[config.mk]
export PLATFORM = sky130hd
export DESIGN_NAME = vdc_regs
export DESIGN_NICKNAME = d
export VERILOG_FILES = /design/src/hdl/assert_macros.svh /design/src/hdl/vdc_pkg.sv /design/src/hdl/vdc_regs.sv
export SDC_FILE = /design/constraint.sdc
export NUM_CORES = 1
export LEC_CHECK = 0
export ABC_AREA = 1
export BUFFER_PORTS_ARGS = -buffer_cell sky130_fd_sc_hd__buf_2
export CAP_MARGIN = 20
export CORE_ASPECT_RATIO = 1.1
export CORE_UTILIZATION = 50
export CTS_CLUSTER_DIAMETER = 150
export DETAILED_ROUTE_END_ITERATION = 10
export PLACE_DENSITY = 0.8
export SYNTH_ARGS = -nofsm -noshare
export SYNTH_HDL_FRONTEND = slang
export SYNTH_SLANG_ARGS = --single-unit
[constraint.sdc]
create_clock -name clk -period 1.3 [get_ports clk]
set_input_delay 0.26 -clock clk [delete_from_list [all_inputs] [get_ports clk]]
set_output_delay 0.26 -clock clk [all_outputs]
set_load 0.005 [all_outputs]
[src/hdl/assert_macros.svh]
// assertion macros shared by the vertical depthwise convolution rtl
// no dependencies; checks compile away when SYNTHESIS is defined
`ifndef ASSERT_MACROS_SVH
`define ASSERT_MACROS_SVH
`ifndef SYNTHESIS
`define VDC_ASSERT(lbl, clk, rst_n, prop) \
  lbl: assert property (@(posedge clk) disable iff (!rst_n) prop) \
    else $error("assertion failed");
`define VDC_ASSERT_NEVER(lbl, clk, rst_n, cond) \
  lbl: assert property (@(posedge clk) disable iff (!rst_n) !(cond)) \
    else $error("forbidden condition seen");
`else
`define VDC_ASSERT(lbl, clk, rst_n, prop)
`define VDC_ASSERT_NEVER(lbl, clk, rst_n, cond)
`endif
`endif

[src/hdl/vdc_pkg.sv]
// shared types, constants and helpers for the vertical depthwise convolution
// no dependencies
`timescale 1ns / 1ps

package vdc_pkg;

  localparam int MAX_TAPS_DEF   = 8;
  localparam int MAX_WIDTH_DEF  = 1024;
  localparam int MAX_HEIGHT_DEF = 1024;

  localparam int SAMPLE_W  = 16;
  localparam int CFG_TAP_W = 4;
  localparam int CFG_DIM_W = 11;
  localparam int WORD_W    = 64;
  localparam int CFG_IDX_W = 3;
  localparam int ACC_W     = 36;

  localparam logic [CFG_IDX_W-1:0] REG_TAP_COUNT    = 3'd0;
  localparam logic [CFG_IDX_W-1:0] REG_IMAGE_WIDTH  = 3'd1;
  localparam logic [CFG_IDX_W-1:0] REG_IMAGE_HEIGHT = 3'd2;
  localparam logic [CFG_IDX_W-1:0] REG_WEIGHTS_LO   = 3'd3;
  localparam logic [CFG_IDX_W-1:0] REG_WEIGHTS_HI   = 3'd4;
  localparam logic [CFG_IDX_W-1:0] REG_BIAS_VALUE   = 3'd5;

  typedef struct packed {
    logic [CFG_TAP_W-1:0]       tap_count;
    logic [CFG_DIM_W-1:0]       image_width;
    logic [CFG_DIM_W-1:0]       image_height;
    logic [WORD_W-1:0]          weights_lo;
    logic [WORD_W-1:0]          weights_hi;
    logic signed [SAMPLE_W-1:0] bias_value;
  } vdc_cfg_t;

  typedef struct packed {
    logic capture;
    logic issue;
    logic store;
    logic load_out;
  } vdc_cmd_t;

  typedef struct packed {
    logic produce;
    logic tap_last;
    logic pipe_empty;
    logic out_free;
  } vdc_status_t;

  typedef enum logic [1:0] {
    ST_IDLE,
    ST_MAC,
    ST_DRAIN,
    ST_STORE
  } vdc_state_t;

  function automatic logic signed [SAMPLE_W-1:0] weight_sel(
    input logic [2:0]        k,
    input logic [WORD_W-1:0] w_lo,
    input logic [WORD_W-1:0] w_hi
  );
    logic [WORD_W-1:0] word;
    word = k[2] ? w_hi : w_lo;
    case (k[1:0])
      2'd0:    weight_sel = word[15:0];
      2'd1:    weight_sel = word[31:16];
      2'd2:    weight_sel = word[47:32];
      default: weight_sel = word[63:48];
    endcase
  endfunction

endpackage

[src/hdl/vdc_regs.sv]
// configuration register file of the vertical depthwise convolution
// depends on vdc_pkg
`timescale 1ns / 1ps

module vdc_regs import vdc_pkg::*; (
  input  logic                 clk,
  input  logic                 rst_n,
  input  logic                 cfg_valid,
  output logic                 cfg_ready,
  input  logic [CFG_IDX_W-1:0] cfg_index,
  input  logic [WORD_W-1:0]    cfg_data,
  output vdc_cfg_t             cfg
);

  vdc_cfg_t cfg_r;

  assign cfg_ready = 1'b1;
  assign cfg       = cfg_r;

  always_ff @(posedge clk) begin
    if (!rst_n) begin
      cfg_r.tap_count    <= CFG_TAP_W'(1);
      cfg_r.image_width  <= CFG_DIM_W'(1024);
      cfg_r.image_height <= CFG_DIM_W'(1024);
      cfg_r.weights_lo   <= '0;
      cfg_r.weights_hi   <= '0;
      cfg_r.bias_value   <= '0;
    end else if (cfg_valid && cfg_ready) begin
      case (cfg_index)
        REG_TAP_COUNT:    cfg_r.tap_count    <= cfg_data[CFG_TAP_W-1:0];
        REG_IMAGE_WIDTH:  cfg_r.image_width  <= cfg_data[CFG_DIM_W-1:0];
        REG_IMAGE_HEIGHT: cfg_r.image_height <= cfg_data[CFG_DIM_W-1:0];
        REG_WEIGHTS_LO:   cfg_r.weights_lo   <= cfg_data;
        REG_WEIGHTS_HI:   cfg_r.weights_hi   <= cfg_data;
        REG_BIAS_VALUE:   cfg_r.bias_value   <= cfg_data[SAMPLE_W-1:0];
        default: ;
      endcase
    end
  end

endmodule

### Word-level counts from Yosys, hierarchy flattened

Cells that the tools add are included.

* equality and inequality tests: 5
* reductions and logical operators: 7

Operators by type and width (count)
* AND reduction 2 bit: 6
* == test 3 x 2 -> 1 bit (second input constant): 2
* == test 3 bit (second input constant): 2
* == test 3 x 1 -> 1 bit (second input constant): 1
* logical NOT 3 bit: 1

* register bits: 170
* output and inout bits: 171

### Longest topological paths before layout

* depth in word-level cells: 2
* mapped depth: 6

### Worst setup path after synthesis

OpenSTA, ideal clock, no wires.

* path type: input -> register
* start point: input cfg_index[1]
* end point: register cfg_r, in the netlist cfg[166]
* library setup time: 130 ps
* arrival: 967 ps
* setup slack: 203 ps
* stages on the path: 6
* path through: nor2_1 > buf_2 > buf_4 > nand2_1 > nand2_1 > nand3_1

* cells in the longest elaborated chain, start to end: 2

Ends and longest elaborated chain
* start, declared: RTL line vdc_regs.sv:10 `input logic [CFG_IDX_W-1:0] cfg_index,`
* logical NOT 3 bit: RTL line vdc_regs.sv:29 `case (cfg_index)`
* AND reduction 2 bit (no source line)
* end, declared: RTL line vdc_regs.sv:15 `vdc_cfg_t cfg_r;`

No other way between the ends.
A chain may end at the register's enable or synchronous reset.

### Worst setup path after layout

* start point: register cfg_r, in the netlist cfg[18]
* end point: output cfg[18] in the netlist's numbering

RTL lines
* end, declared: RTL line vdc_regs.sv:12 `output vdc_cfg_t cfg`

No word-level cell between the ends.

==> out/results.ini <==
[power_and_ir_drop]
p_clk_share_pct=44.3
total_power_mw=12.12
power.internal_mw=9.309
p_leak_nw=4.636
p_sw_share_pct=23.22
peakVddDrop_mv=0.8571
cellPowerDensity_nw_per_um2=1347
seq_power_share_pct=45.2
p_comb_share_pct=10.5
p_sw_mw=2.815

[yosys]
synth-seq-cells=170
ys_seq_area_share_pct=49.82
ys_types=13
syn_avg_cell_area_sq_um=6.798
syn_nets=1075
syn-cell-area_sq_um=6832
yosysWarnings=0
netlist_instances=1005

[grt]
antenna_found_initial=0
grt_first_pass_wirelength_um=30440
grtUsageTotal_pct=27.18
gr-total-overflow=0
grt_pass1_vias=6243
grt_max_degree=53

[route]
avgRoutedWirePerCell_um=13.24
drt-initial-drc-count=574
firstDrtPassIters=5
drc=0
drt_wl_total_um=18750
antenna_left=0
viasPerCell=4.925
vias=6974

[sta]
tns_ns=0
period_share_pct=90.32
fin_crit_ns=1.174
skew_ns=0
holdWs_ns=0.05781
worst_slack_ns=0.1259
hold_viol_final=0
fmax_mhz=851.7
rsz0062_at_grt=no
setup_violations=0
report.final.slew_viol_count=0

[cells_and_area]
largest_reg_flops=170
fin_nets=1290
drive_above_1_share_pct=24.59
seqCellArea_sq_um=3403
antennaDiodeCount=0
syn_to_final_growth_pct=31.74
nFillCells=1191
multi_input_area_sq_um=2864

[setup_path]
slowest_stage=dfxtp_1
crit_path_end_kind=primary output
max_stage_delay_ns=0.36
reg2regPathDepth=2
reg2reg_from=cfg[66]$_SDFFE_PN0P_
crit_buf_inv=1
crit_end=cfg[18]
arrival_ns=0.91
crit_path_start=cfg[18]$_SDFFE_PN0P_
critical-path-top-delay-family=flip-flops
worstPathCellList=buf_2
reg2reg_slack_ns=0.69
start_kind=flop
required_ns=1.04
r2r-end=cfg[66]$_SDFFE_PN0P_
crit_cells=1
crit_fanout=2
crit_type=reg -> out

[cts]
cts_tree=done
cts_setup_buffers=0
cts.root.buffer_cell=clkbuf_16
clock_latency_ns=0.42
clkTransAtPathRegs_ns=0.06
cts_buffers=17
htree_levels=4
cts_buffer_depth=2
cts_repair_resize_count=0
clock-sinks=170
cts_hold_buf=0

[die]
coreArea_sq_um=13270
dieWidth_um=113.5
initial_core_util_pct=51.49
die_y_um=124.6
core.rowCount=44
die_area_sq_um=14140
ios=241

[run]
maxCapViolCount=0

[placement]
numPortBuffers=239
dp_hpwl_um=12660
gp_congestion=0.8388
post-place-ws_ns=0.04845

[min_path]
whs_path_depth=3
min-delay-start=cfg_data[0]
hold_path.class=in -> reg

[run_status]
run_status=completed

## routing by layer
| layer | up-vias | GRT usage [%] | part of all wire [%] |
|---|---|---|---|
| met5 | - | 0 | 0 |
| met4 | 0 | 11.46 | 2.7 |
| met3 | 39 | 6.423 | 6.9 |
| li1 | 3503 | - | - |
| met2 | 283 | 45.98 | 49 |
| met1 | 3149 | 32.83 | 41 |
## power by group through the flow
stage / sequential [mW] / combinational (mW) / clock, mW
final: 5.48 / 1.27 / 5.37
after global routing: 5.50 / 1.42 / 5.67
after CTS: 5.48 / 1.27 / 5.42
after detailed placement: 5.60 / 1.27 / 0
after global placement: 5.59 / 1.25 / 0
after floorplan: 5.61 / 0.692 / 0
## final cells by class
| type | count | share of cell area, % |
|---|---|---|
| well taps | 184 | 2.558 |
| clock inverters | 8 | 1.557 |
| flip-flops and latches | 170 | 37.81 |
| multi-input cells | 697 | 31.82 |
| inverters | 70 | 2.920 |
| repair buffers | 264 | 17.91 |
| clock buffers | 23 | 5.422 |
## logic make-up (layout without fill, tap and decap cells)
family	Yosys count	after routing	share of synthesized area [%]
and+or+nand+nor	696	696	41.58
DFF	170	170	49.82
buffers and inverters	138	365	8.553
other	1	1	0.05489
## cell usage in the layout, fill, tap and decap left out
master / count
buf_12: 18
buf_2: 238
buf_4: 8
bufinv_16: 4
clkbuf_1: 2
clkbuf_16: 17
clkbuf_8: 4
clkinv_2: 4
conb_1: 1
dfxtp_1: 170
inv_1: 66
inv_2: 4
nand2_1: 182
nand3_1: 170
nor2_1: 338
nor2_2: 2
nor2_4: 4
## synth_stat cells
master | count | share of area [%]
nor2_1 | 340 | 19
nand2_1 | 182 | 10
dfxtp_1 | 170 | 50
nand3_1 | 170 | 12
inv_1 | 66 | 3.6
buf_2 | 44 | 3.2
buf_1 | 12 | 0.66
clkbuf_1 | 9 | 0.49
inv_2 | 4 | 0.22
buf_4 | 3 | 0.33
nor2_2 | 3 | 0.27
conb_1 | 1 | 0.055
nor2_4 | 1 | 0.16
## metrics by stage
stage,area [sq um],instances,util (%)
final,9000,1416,67.83
after global routing,9000,1416,67.83
after CTS,9000,1416,67.83
after detailed placement,8372,1385,63.10
after global placement,8372,1385,63.10
after floorplan,6832,1005,-
## how the worst min path moves through the flow
stage          slack (ns)               endpoint
4_1_cts              0.04  cfg[166]$_SDFFE_PN1P_
5_1_grt              0.06  cfg[166]$_SDFFE_PN1P_
3_3_place_gp         0.45  cfg[166]$_SDFFE_PN1P_
6_report             0.06  cfg[166]$_SDFFE_PN1P_
3_5_place_dp         0.46  cfg[166]$_SDFFE_PN1P_
2_1_floorplan        0.37  cfg[154]$_SDFFE_PN1P_
(Power assumes the default switching activity.)
