**config.mk**
```make
export PLATFORM = sky130hd
export DESIGN_NAME = vdc_ctrl
export DESIGN_NICKNAME = d
export VERILOG_FILES = /design/src/hdl/vdc_pkg.sv /design/src/hdl/vdc_ctrl.sv
export VERILOG_INCLUDE_DIRS = /design/src /design/src/hdl
export SDC_FILE = /design/constraint.sdc
export NUM_CORES = 1
export LEC_CHECK = 0
export CORE_AREA = 2 2 39 41
export DETAILED_ROUTE_END_ITERATION = 8
export DIE_AREA = 0 0 41 43
export DONT_BUFFER_PORTS = 1
export PLACE_DENSITY = 0.4
export SLEW_MARGIN = 15
export SYNTH_ARGS = -nofsm -noshare
export SYNTH_HDL_FRONTEND = slang
export SYNTH_SLANG_ARGS = --single-unit
```
**constraint.sdc**
```tcl
create_clock -name clk -period 1.1 [get_ports clk]
set_input_delay 0.055 -clock clk [delete_from_list [all_inputs] [get_ports clk]]
set_output_delay 0.055 -clock clk [all_outputs]
set_load 0.02 [all_outputs]
```
**src/hdl/assert_macros.svh**
```systemverilog
// assertion macros shared by the vertical depthwise convolution rtl
// no dependencies; checks compile away when SYNTHESIS is defined
`ifndef ASSERT_MACROS_SVH
`define ASSERT_MACROS_SVH
`ifndef SYNTHESIS
`define VDC_ASSERT(lbl, clk, rst_n, prop) \
  lbl: assert property (@(posedge clk) disable iff (!rst_n) prop) \
    else $error("assertion failed");
`define VDC_ASSERT_NEVER(lbl, clk, rst_n, cond) \
  lbl: assert property (@(posedge clk) disable iff (!rst_n) !(cond)) \
    else $error("forbidden condition seen");
`else
`define VDC_ASSERT(lbl, clk, rst_n, prop)
`define VDC_ASSERT_NEVER(lbl, clk, rst_n, cond)
`endif
`endif

```
**src/hdl/vdc_pkg.sv**
```systemverilog
// shared types, constants and helpers for the vertical depthwise convolution
// no dependencies
`timescale 1ns / 1ps

package vdc_pkg;

  localparam int MAX_TAPS_DEF   = 8;
  localparam int MAX_WIDTH_DEF  = 1024;
  localparam int MAX_HEIGHT_DEF = 1024;

  localparam int SAMPLE_W  = 16;
  localparam int CFG_TAP_W = 4;
  localparam int CFG_DIM_W = 11;
  localparam int WORD_W    = 64;
  localparam int CFG_IDX_W = 3;
  localparam int ACC_W     = 36;

  localparam logic [CFG_IDX_W-1:0] REG_TAP_COUNT    = 3'd0;
  localparam logic [CFG_IDX_W-1:0] REG_IMAGE_WIDTH  = 3'd1;
  localparam logic [CFG_IDX_W-1:0] REG_IMAGE_HEIGHT = 3'd2;
  localparam logic [CFG_IDX_W-1:0] REG_WEIGHTS_LO   = 3'd3;
  localparam logic [CFG_IDX_W-1:0] REG_WEIGHTS_HI   = 3'd4;
  localparam logic [CFG_IDX_W-1:0] REG_BIAS_VALUE   = 3'd5;

  typedef struct packed {
    logic [CFG_TAP_W-1:0]       tap_count;
    logic [CFG_DIM_W-1:0]       image_width;
    logic [CFG_DIM_W-1:0]       image_height;
    logic [WORD_W-1:0]          weights_lo;
    logic [WORD_W-1:0]          weights_hi;
    logic signed [SAMPLE_W-1:0] bias_value;
  } vdc_cfg_t;

  typedef struct packed {
    logic capture;
    logic issue;
    logic store;
    logic load_out;
  } vdc_cmd_t;

  typedef struct packed {
    logic produce;
    logic tap_last;
    logic pipe_empty;
    logic out_free;
  } vdc_status_t;

  typedef enum logic [1:0] {
    ST_IDLE,
    ST_MAC,
    ST_DRAIN,
    ST_STORE
  } vdc_state_t;

  function automatic logic signed [SAMPLE_W-1:0] weight_sel(
    input logic [2:0]        k,
    input logic [WORD_W-1:0] w_lo,
    input logic [WORD_W-1:0] w_hi
  );
    logic [WORD_W-1:0] word;
    word = k[2] ? w_hi : w_lo;
    case (k[1:0])
      2'd0:    weight_sel = word[15:0];
      2'd1:    weight_sel = word[31:16];
      2'd2:    weight_sel = word[47:32];
      default: weight_sel = word[63:48];
    endcase
  endfunction

endpackage

```
**src/hdl/vdc_ctrl.sv**
```systemverilog
// sequencer for the vertical depthwise convolution: accept, tap walk, drain, store
// depends on vdc_pkg and assert_macros.svh
`timescale 1ns / 1ps
`include "assert_macros.svh"

module vdc_ctrl import vdc_pkg::*; (
  input  logic        clk,
  input  logic        rst_n,
  input  logic        in_valid,
  output logic        in_stall,
  input  vdc_status_t status,
  output vdc_cmd_t    cmd
);

  vdc_state_t state_r, state_nxt;

  always_ff @(posedge clk) begin
    if (!rst_n) begin
      state_r <= ST_IDLE;
    end else begin
      state_r <= state_nxt;
    end
  end

  always_comb begin
    state_nxt = state_r;
    cmd       = '0;
    in_stall  = 1'b1;
    case (state_r)
      ST_IDLE: begin
        in_stall = 1'b0;
        if (in_valid) begin
          cmd.capture = 1'b1;
          state_nxt   = status.produce ? ST_MAC : ST_STORE;
        end
      end
      ST_MAC: begin
        cmd.issue = 1'b1;
        if (status.tap_last) begin
          state_nxt = ST_DRAIN;
        end
      end
      ST_DRAIN: begin
        if (status.pipe_empty) begin
          state_nxt = ST_STORE;
        end
      end
      ST_STORE: begin
        if (!status.produce || status.out_free) begin
          cmd.store    = 1'b1;
          cmd.load_out = status.produce;
          state_nxt    = ST_IDLE;
        end
      end
      default: begin
        state_nxt = ST_IDLE;
      end
    endcase
  end

  `VDC_ASSERT(a_skip_to_store, clk, rst_n, (cmd.capture && !status.produce) |=> (state_r == ST_STORE))
  `VDC_ASSERT(a_store_after_drain, clk, rst_n, cmd.store |-> status.pipe_empty)
  `VDC_ASSERT_NEVER(a_load_when_full, clk, rst_n, cmd.load_out && !status.out_free)

endmodule

```
After elaboration in Yosys (flattened, before gate mapping)
Index checks and enable logic that the tools add are counted.

word-level totals
  bits in registers = 2
  output and inout port bits = 5
  word-level logic and storage cells = 24

cells by class
  eq/ne operators = 7
  muxes and demuxes = 12
  reduce and logical (&&, ||, !) cells = 4

operator list
  cell                                                             count
  2-bit 2-to-1 mux                                                 7
  2-bit inequality test, second input constant                     4
  2-bit one-hot mux with 4 select lines                            1
  2-bit == test, second input constant                             2
  1-bit 2-to-1 mux                                                 4
  4-bit AND reduction                                              1
  2-bit by 1-bit == test with 1-bit output, second input constant  1
  2-bit zero test                                                  1
  1-bit zero test                                                  1
  1-bit logical OR                                                 1

Longest topological paths before layout
  depth after elaboration = 4
  gate-level depth with buffers = 5

Least setup slack after synthesis
No wires, ideal clock.

  path type = register to register
  start = register state_r[1]
  end = register state_r[0]
  data arrival time = 1.064 ns
  required time = 0.975 ns
  setup slack = -0.089 ns
  cell stages (with the launch flop) = 6
  path buffers = 0
  clock period less this slack = 1.189 ns
  cell sequence = dfxtp_1 -> inv_1 -> ha_1 -> nand2b_2 -> o2111ai_2 -> mux2i_1

between the ends
  cells in the longest elaborated chain, start to end = 3
  elaborated cells on any way between the ends = 10
  classes of those cells = eq/ne (7); mux (1); reduce/logical (2)

ends and longest elaborated chain
  what                                    RTL line        RTL
  from (decl)                             vdc_ctrl.sv:15  vdc_state_t state_r, state_nxt;
  from (signal assigned)                  vdc_ctrl.sv:21  state_r <= state_nxt;
  2-bit == test (tied with other cells)   vdc_ctrl.sv:29  case (state_r)
  2-bit inequality test (no source line)  -
  4-bit AND reduction (no source line)    -

Parallel ways exist; a longest one is shown, timed or not.
A chain may end at the register's enable or synchronous reset.

Final worst setup path
  start = register state_r[0]
  end = register state_r[0]

The elaborated chain is that of the path after synthesis.

==> impl_results.md <==
* Layout Utilization at 28.0%
* Top flop regs: state_r: 2 flops
* R2R depth at 5
* Most frequent cells after synthesis: ha_1 (5), inv_1 (3), nand2_1 (3)
* Flip-flop count of the largest register after layout at 2
* Mapped Area at 220 µm²
* Dpl ws at -0.0743 ns
* Port Buffers at 0
* Final worst slack at -0.0342 ns
* Ant. Diodes at 0
* Data arrival, critical path at 1.23 ns
* Via-per-instance ratio at 4.22
* Max clock buf depth at 2
* Worst hold path cell count at 2
* IO Pins at 12
* Worst hold path class: primary input to flip-flop
* Failing checks: setup timing
* Ys flop type: dfxtp_1
* Initial DRC Count at 4
* Initial antenna violation count at 0
* Max VDD drop at 0.000870 V
* Cell area power density at 2750 nW/µm²
* Synth top area cells: ha_1 (28%), dfxtp_1 (18%), mux2i_1 (9.1%)
* Placed cell count at 44
* Endpoints failing setup at 2
* Kind of end point of the critical path: flip-flop
* Die Ht at 43 µm
* CP max stage cell: dfxtp_4
* Final period util at 103%
* DR vias at 207
* Asr flop ratio synth at 0%
* DR pass1 iterations at 2
* Clk sinks at 2
* Synth warnings at 0
* CP required at 1.20 ns
* Cell Chain, Critical Path: buf_4 -> ha_4 -> nand2b_4 -> o2111ai_4 -> mux2i_1
* Synth Register Bits at 2
* Routed len/inst at 11.0 µm
* Min cycle time layout at 1.13 ns
* Fraction of layout cells with a size suffix above 1 at 66.7%
* Die area at 1760 µm²
* Register area share after synthesis at 18.2%
* Clk Latency, worst-skew pair at 0.22 ns
* Slowest stage delay, CP at 0.36 ns
* CTS tree: built
* Worst-margin pin slew at 0.207 ns
* Core area at 1380 µm²
* Gr ovfl total at 0
* Root Buffer: clkbuf_4
* Drc violations at 0
* Syn Inst Count at 25
* Crit Path Max Fanout at 4
* First-pass GRT wire length at 869 µm
* Synth cell types at 15
* Most flops, register: state_r
* Leak Pwr at 0.160 nW
* Post-synth top area share at 28.4%
* Max Freq at 0.882 GHz
* Antenna-violating nets left at 0
* Count leader, synth: ha_1
* Clock-pin slew of the registers on the worst-case setup and hold paths at 0.03 ns
* Worst relative slew slack at 86.2%
* Final slew viol count at 0
* Clk_skew at 0.00187 ns
* Instance area after placement at 270 µm²
* Starting Density at 15.9%
* Crit Path Class: flip-flop to flip-flop
* Sum of negative setup slack at -0.0558 ns
* Yosys top cell by area: ha_1
* P&R area growth vs syn at 76.1%
* Final Hold Fails at 0
* Post-Syn Area per Cell at 8.81 µm²
* Final wirelength at 541 µm
* Post-synth EDFFs at 0
* # rows at 14
* Hpwl dp at 399 µm
* Htree depth at 1
* Layout Nets at 47
* Largest net degree at the start of global routing at 5
* Syn nets at 37
* Post-route insts no fill at 49
* MaxCap Viol Count at 0
* Post-Layout Inst Area at 388 µm²
* Vias in the first global route at 212
* GPL Wtd Cong at 0.584
* Status: complete, but fails checks
* Total Routing Usage GR at 8.01%
* Num CTS Buffers at 3
* Startpoint Class: flip-flop
* RSZ-0062 raised after global routing: true
* Horiz. Die Dim at 41 µm
==> report_power, final <==
group / switching (mW) / leakage, nW / total, mW / internal, mW
Clock: 0.0434 / 0.0138 / 0.164 / 0.121
Sequential: 0.0689 / 0.0178 / 0.199 / 0.130
Combinational: 0.359 / 0.129 / 0.705 / 0.346
==> kinds of logic after synthesis <==
group,synth area share [%]
AOI/OAI and AO/OA,15.9
buffers and inverters,6.82
adders and majority gates,28.4
and+or+nand+nor,21.6
DFF,18.2
muxes,9.09
==> per-stage QoR <==
| step | power (mW) | hold slack (ns) |
|---|---|---|
| after floorplan | 0.532 | 0.197 |
| final | 1.07 | 0.0126 |
| after global placement | 0.644 | 0.206 |
| after detailed placement | 0.677 | 0.211 |
| after CTS | 1.05 | 0.00513 |
| after global routing | 1.18 | 0.0327 |
==> timing repair <==
item,CTS,global route
pin swaps,2,1
hold buffers,1,0
hold endpoints to repair,2,0
setup buffers,1,0
resized for setup,13,3
endpoints found under the setup margin,5,6
==> final timing paths <==
kind	start	to	slack [ns]
setup / recovery	state_r[0]$_SDFFE_PN0P_	state_r[0]$_SDFFE_PN0P_	-0.03
hold / removal	rst_n	state_r[1]$_SDFFE_PN0P_	0.01
setup reg to reg	state_r[0]$_SDFFE_PN0P_	state_r[0]$_SDFFE_PN0P_	-0.03
hold reg to reg	state_r[1]$_SDFFE_PN0P_	state_r[1]$_SDFFE_PN0P_	0.52
==> worst max-delay path, delay by kind of cell, from the launching register on <==
family                   cells  cell delay, ns
AO/OA/AOI/OAI                1            0.13
adder cells (fa/ha/maj)      1            0.16
AND/OR/NAND/NOR              1            0.07
multiplexers                 1            0.15
buffers and inverters        1            0.14
flip-flops                   1            0.36
==> placed cells by master (no fill, tap or decap), drive strengths merged <==
cell and instances:
buf 4, a21boi 1, o211ai 1, inv 4
mux2i 2, nand2 3, clkbuf 3, dlygate4sd3 1
nand3b 1, o21ai 1, and2 1, dfxtp 2
o2111ai 1, nand2b 2, ha 5, and3 1
==> cell type report <==
| cell class | instances | area, µm² |
|---|---|---|
| clock buffer | 3 | 22.5 |
| fill | 152 | 996 |
| inverter | 4 | 20.0 |
| multi-input combinational | 19 | 234 |
| tap | 16 | 20.0 |
| timing repair buffer | 5 | 43.8 |
| sequential | 2 | 47.5 |
==> routing by layer <==
metal,vias to the layer above,part of all wire [%],GRT usage (%)
met5,-,0,0
met4,0,0,6.00
met3,0,8.1,4.71
met2,8,52,10.9
met1,95,40,8.60
li1,104,-,-
Note: power is estimated with default switching activity, not from simulation.
